### src/hdl/hmf_pkg.sv
// Shared constants and types of the hybrid median image filter.
`timescale 1ns / 1ps
package hmf_pkg;
  localparam int unsigned PIX_W      = 16;
  localparam int unsigned MAX_WIDTH  = 1024;
  localparam int unsigned MAX_RADIUS = 4;
  localparam int unsigned LANES      = 2 * MAX_RADIUS;
  localparam int unsigned WIN        = LANES + 1;
  localparam int unsigned NSET       = 4 * MAX_RADIUS + 1;
  localparam int unsigned MED_RANK   = NSET / 2;
  localparam int unsigned FIFO_DEPTH = 8192;
  localparam int unsigned FIFO_AW    = $clog2(FIFO_DEPTH);
  localparam int unsigned COL_AW     = $clog2(MAX_WIDTH);
  localparam int unsigned RAD_W      = $clog2(MAX_RADIUS + 1);

  localparam logic MODE_DRAIN = 1'b1;

  typedef logic [PIX_W-1:0] pix_t;

  typedef enum logic [1:0] {
    CFG_WINDOW_LENGTH = 2'd0,
    CFG_IMAGE_WIDTH   = 2'd1,
    CFG_IMAGE_HEIGHT  = 2'd2
  } cfg_idx_e;

  typedef struct packed {
    logic valid;
    logic pix;
    logic emit;
    logic border;
    logic fend;
  } ctl_t;
endpackage

### src/hdl/hmf_median.sv
// Two-stage rank-based median of a fixed-size pixel set.
`timescale 1ns / 1ps
module hmf_median (
  input  logic                                clk_i,
  input  logic                                en_i,
  input  hmf_pkg::pix_t [hmf_pkg::NSET-1:0]   vals_i,
  output hmf_pkg::pix_t                       med_o
);
  hmf_pkg::pix_t [hmf_pkg::NSET-1:0]       vals_q;
  logic [hmf_pkg::NSET-1:0][hmf_pkg::NSET-1:0] lt_q, lt_d;
  hmf_pkg::pix_t                           med_q, med_d;

  always_comb begin
    for (int i = 0; i < hmf_pkg::NSET; i++) begin
      for (int j = 0; j < hmf_pkg::NSET; j++) begin
        lt_d[i][j] = (vals_i[j] < vals_i[i]) || ((vals_i[j] == vals_i[i]) && (j < i));
      end
    end
  end

  always_comb begin
    med_d = '0;
    for (int i = 0; i < hmf_pkg::NSET; i++) begin
      if ($countones(lt_q[i]) == hmf_pkg::MED_RANK) begin
        med_d = med_d | vals_q[i];
      end
    end
  end

  always_ff @(posedge clk_i) begin
    if (en_i) begin
      vals_q <= vals_i;
      lt_q   <= lt_d;
      med_q  <= med_d;
    end
  end

  assign med_o = med_q;
endmodule

### config.mk
export PLATFORM = sky130hd
export DESIGN_NAME = hmf_median
export DESIGN_NICKNAME = d
export VERILOG_FILES = /design/src/hdl/hmf_pkg.sv /design/src/hdl/hmf_median.sv
export SDC_FILE = /design/constraint.sdc
export NUM_CORES = 2
export LEC_CHECK = 0
export BUFFER_PORTS_ARGS = -buffer_cell sky130_fd_sc_hd__buf_4
export CAP_MARGIN = 25
export CORE_UTILIZATION = 47
export DETAILED_ROUTE_END_ITERATION = 8
export SYNTH_ARGS = -nofsm -noshare
export SYNTH_HDL_FRONTEND = slang
export SYNTH_SLANG_ARGS = --single-unit
### constraint.sdc
create_clock -name clk_i -period 5.6 [get_ports clk_i]
set_clock_uncertainty 0.15 [all_clocks]
set_input_delay 0.56 -clock clk_i [delete_from_list [all_inputs] [get_ports clk_i]]
set_output_delay 0.56 -clock clk_i [all_outputs]
set_load 0.05 [all_outputs]
==> reports/results.ini <==
[power]
net-switching-power_mw=12.4
combPwrFrac_pct=60.4
swShare_pct=45.8
finalPower_mw=27.1
peakVddDrop_v=0.000280
power.leakage_nw=42.3
p_per_area_mw_per_mm2=326
p_int_mw=14.7
pwr-share-seq_pct=21.5
clkPwrFrac_pct=18.1

[synth]
synthSimpleGateAreaFrac_pct=9.57
synthAdderAreaFrac_pct=45.2
yosysUniqueCellTypes=69
synth_mux_area_share_pct=0
synth_top_area_share_pct=40.2
synth_top_family_by_area=adder cells
synthesis.area_mm2=0.0742
syn_nets=9835
synthXorXnorAreaFrac_pct=0.0236
synth-compound-area-share_pct=19.8
ys_warn_count=0
ys_seq_elements=560
synth-main-ff-cell=edfxtp_1
synthArstFlopShare_pct=0
synth.area.top_cells=ha_1, edfxtp_1, a21o_1, fa_1, nand4_1
synth_edf_count=560
syn_avg_cell_area_um2=10.6
ys_seq_area_share_pct=22.7
postSynthCellCount=6992
synth_top_area_cell=ha_1

[finish]
fillers=13800
drive_gt1_share_pct=7.48
multiInputGateArea_mm2=0.0554
regArea_mm2=0.0168
final_util_pct=53.2
fin_area_mm2=0.0832
area_growth_pct=12.1
layout.cells.non_filler=9687
fin_nets=10400

[critical_path]
r2r-end=med_o[8]$_DFFE_PP_
r2r-start=lt_q[178]$_DFFE_PP_
critPathLaunchType=flop
cp_max_fo=7
rr_worst_depth=15
crit_type=reg -> reg
arrival_ps=5820
rrSetupSlack_ps=190
endpoint_kind=flop
required_ps=6010

[floorplanning]
die_h_um=399
fp.coreArea_mm2=0.156
rows=145
fp.dieW_um=399
ios=290
initial_utilization_pct=47.4
die-area_mm2=0.159

[worst_hold_path]
min_from=vals_i[182]
hold_depth=1
holdPathEnd=vals_q[182]$_DFFE_PP_
hold_path.class=in -> reg

[routing]
antenna_left=0
wl_per_cell_um=40.0
vias=69500
dr.pass1.iters=6
drc=0
drt_iter0_markers=10200
routed_wl_um=388000
viasPerCell=7.17

[clocking]
clockBufferDepth=3
cts_buffers=72
cts_tree=yes
root_buffer=clkbuf_16
h-tree-depth=3
cts.sinks=560
clkLatencyLatePin_ps=720
clk_pin_slew_worst_paths_ps=70

[global_routing]
antenna_found_initial=71
grt_pass1_wl_um=515000
grt_max_degree=161
overflow=0
grt_pass1_vias=64100
grt_usage_pct=47.7

[timing]
fmax_mhz=185
fin_setup_tns_ps=0
fin_hold_ws_ps=32.5
drv_slew=0
setup_violations=0
grt_setup_unrepaired=false
period_share_pct=96.6
worst_pin_slew_ps=1190
worst_slack_ps=192
post-route-min-period_ps=5410
max-slew-margin-rel_pct=19.9
finalHoldViolCount=0

[job]
drv_cap=0

[place]
dpl_cell_area_mm2=0.0799
dpl_worst_slack_ps=43.2
hpwl_um=272000
portBuffers=289
placedCellCount=9446
gp_congestion=1.07

[run_status]
outcome=complete, no violations

-- metal layers --
metal  share of wire, %  track usage [%]  vias up
met1                 37             58.6    33500
li1                   -                -    28800
met5               0.14             1.79        -
met4                9.8             38.7       56
met3                 14             16.8     1659
met2                 39             66.8     5473
-- worst max path at each step --
stage / end / from / slack (ps)
floorplan: med_o[11]$_DFFE_PP_ / lt_q[48]$_DFFE_PP_ / 640
global placement: med_o[7]$_DFFE_PP_ / lt_q[178]$_DFFE_PP_ / 110
detailed placement: med_o[7]$_DFFE_PP_ / lt_q[179]$_DFFE_PP_ / 40
CTS: med_o[8]$_DFFE_PP_ / lt_q[179]$_DFFE_PP_ / 30
global route: med_o[5]$_DFFE_PP_ / lt_q[46]$_DFFE_PP_ / 30
finish: med_o[8]$_DFFE_PP_ / lt_q[178]$_DFFE_PP_ / 190
-- registers in the layout, summed over array words and instances, names as in the netlist --
signal	cells
lt_q	272
med_o	16
vals_q	272
-- final cells by class --
class / count / area share (%)
antenna: 37 / 0.111
clock buffer: 82 / 2.24
clock inverter: 48 / 0.638
inverter: 498 / 2.25
multi-input combinational: 5913 / 66.6
sequential: 560 / 20.2
tap: 2058 / 3.10
timing repair buffer: 491 / 4.85
-- cells in the mapped netlist (all sizes together) (3+ instances only) --
cell,count
buf,15
o2111ai,5
a21o,825
o221ai,99
and4,10
a22o,38
inv,498
a221oi,20
a211o,8
or3,126
o21ai,286
nor4b,3
and3,16
or4,4
fa,184
a211oi,3
o21bai,11
a21oi,547
a2111oi,5
nor3,23
a22oi,68
nor2,26
and2,12
nand2b,137
ha,2385
nand3,11
clkbuf,6
nor4,7
nand3b,5
or2,27
nor2b,153
nand4,550
nand2,31
edfxtp,560
o31ai,5
a222oi,6
o21a,256
-- timing repair --
action	in CTS	in global routing
endpoints found under the setup margin	0	10
resized for setup	0	2
hold endpoints to repair	73	0
hold buffers	73	0
setup buffers	0	0
-- critical path: stages (launching register included) --
cell and delay [ps]:
edfxtp_1 380, ha_1 230, fa_1 540, inv_1 50
fa_1 460, fa_1 540, inv_1 50, fa_1 470
ha_1 240, fa_1 450, nor4_2 540, and2_1 590
buf_4 260, a22oi_1 90, nand3_1 100, a211o_1 120
-- layout by cell type (no fill, tap or decap), drive strengths merged, types with 26 or more instances in the layout --
cell type,instances
clkbuf,82
nor2b,153
diode,37
a21o,825
inv,503
or3,126
o221ai,99
a21oi,547
o21ai,286
buf,418
ha,2385
a22o,38
nand4,550
fa,184
dlygate4sd3,73
nor2,26
clkinv,31
nand2b,137
or2,27
a22oi,68
o21a,256
nand2,31
edfxtp,560
-- power by group through the flow --
| stage | registers, mW | logic, mW | clock network [mW] |
|---|---|---|---|
| 2_1_floorplan | 5.82 | 9.97 | 0 |
| 3_3_place_gp | 5.88 | 15.3 | 0 |
| 3_5_place_dp | 5.87 | 15.7 | 0 |
| 4_1_cts | 5.79 | 15.9 | 4.91 |
| 5_1_grt | 5.82 | 17.9 | 5.05 |
| 6_report | 5.82 | 16.4 | 4.92 |
-- logic make-up after synthesis --
| logic type | Yosys count |
|---|---|
| buf+inv | 519 |
| simple gates | 1147 |
| compound gates | 2195 |
| fa+ha+maj | 2569 |
| xor+xnor | 2 |
| flops | 560 |
No activity file was read; power rests on OpenSTA's default activity.
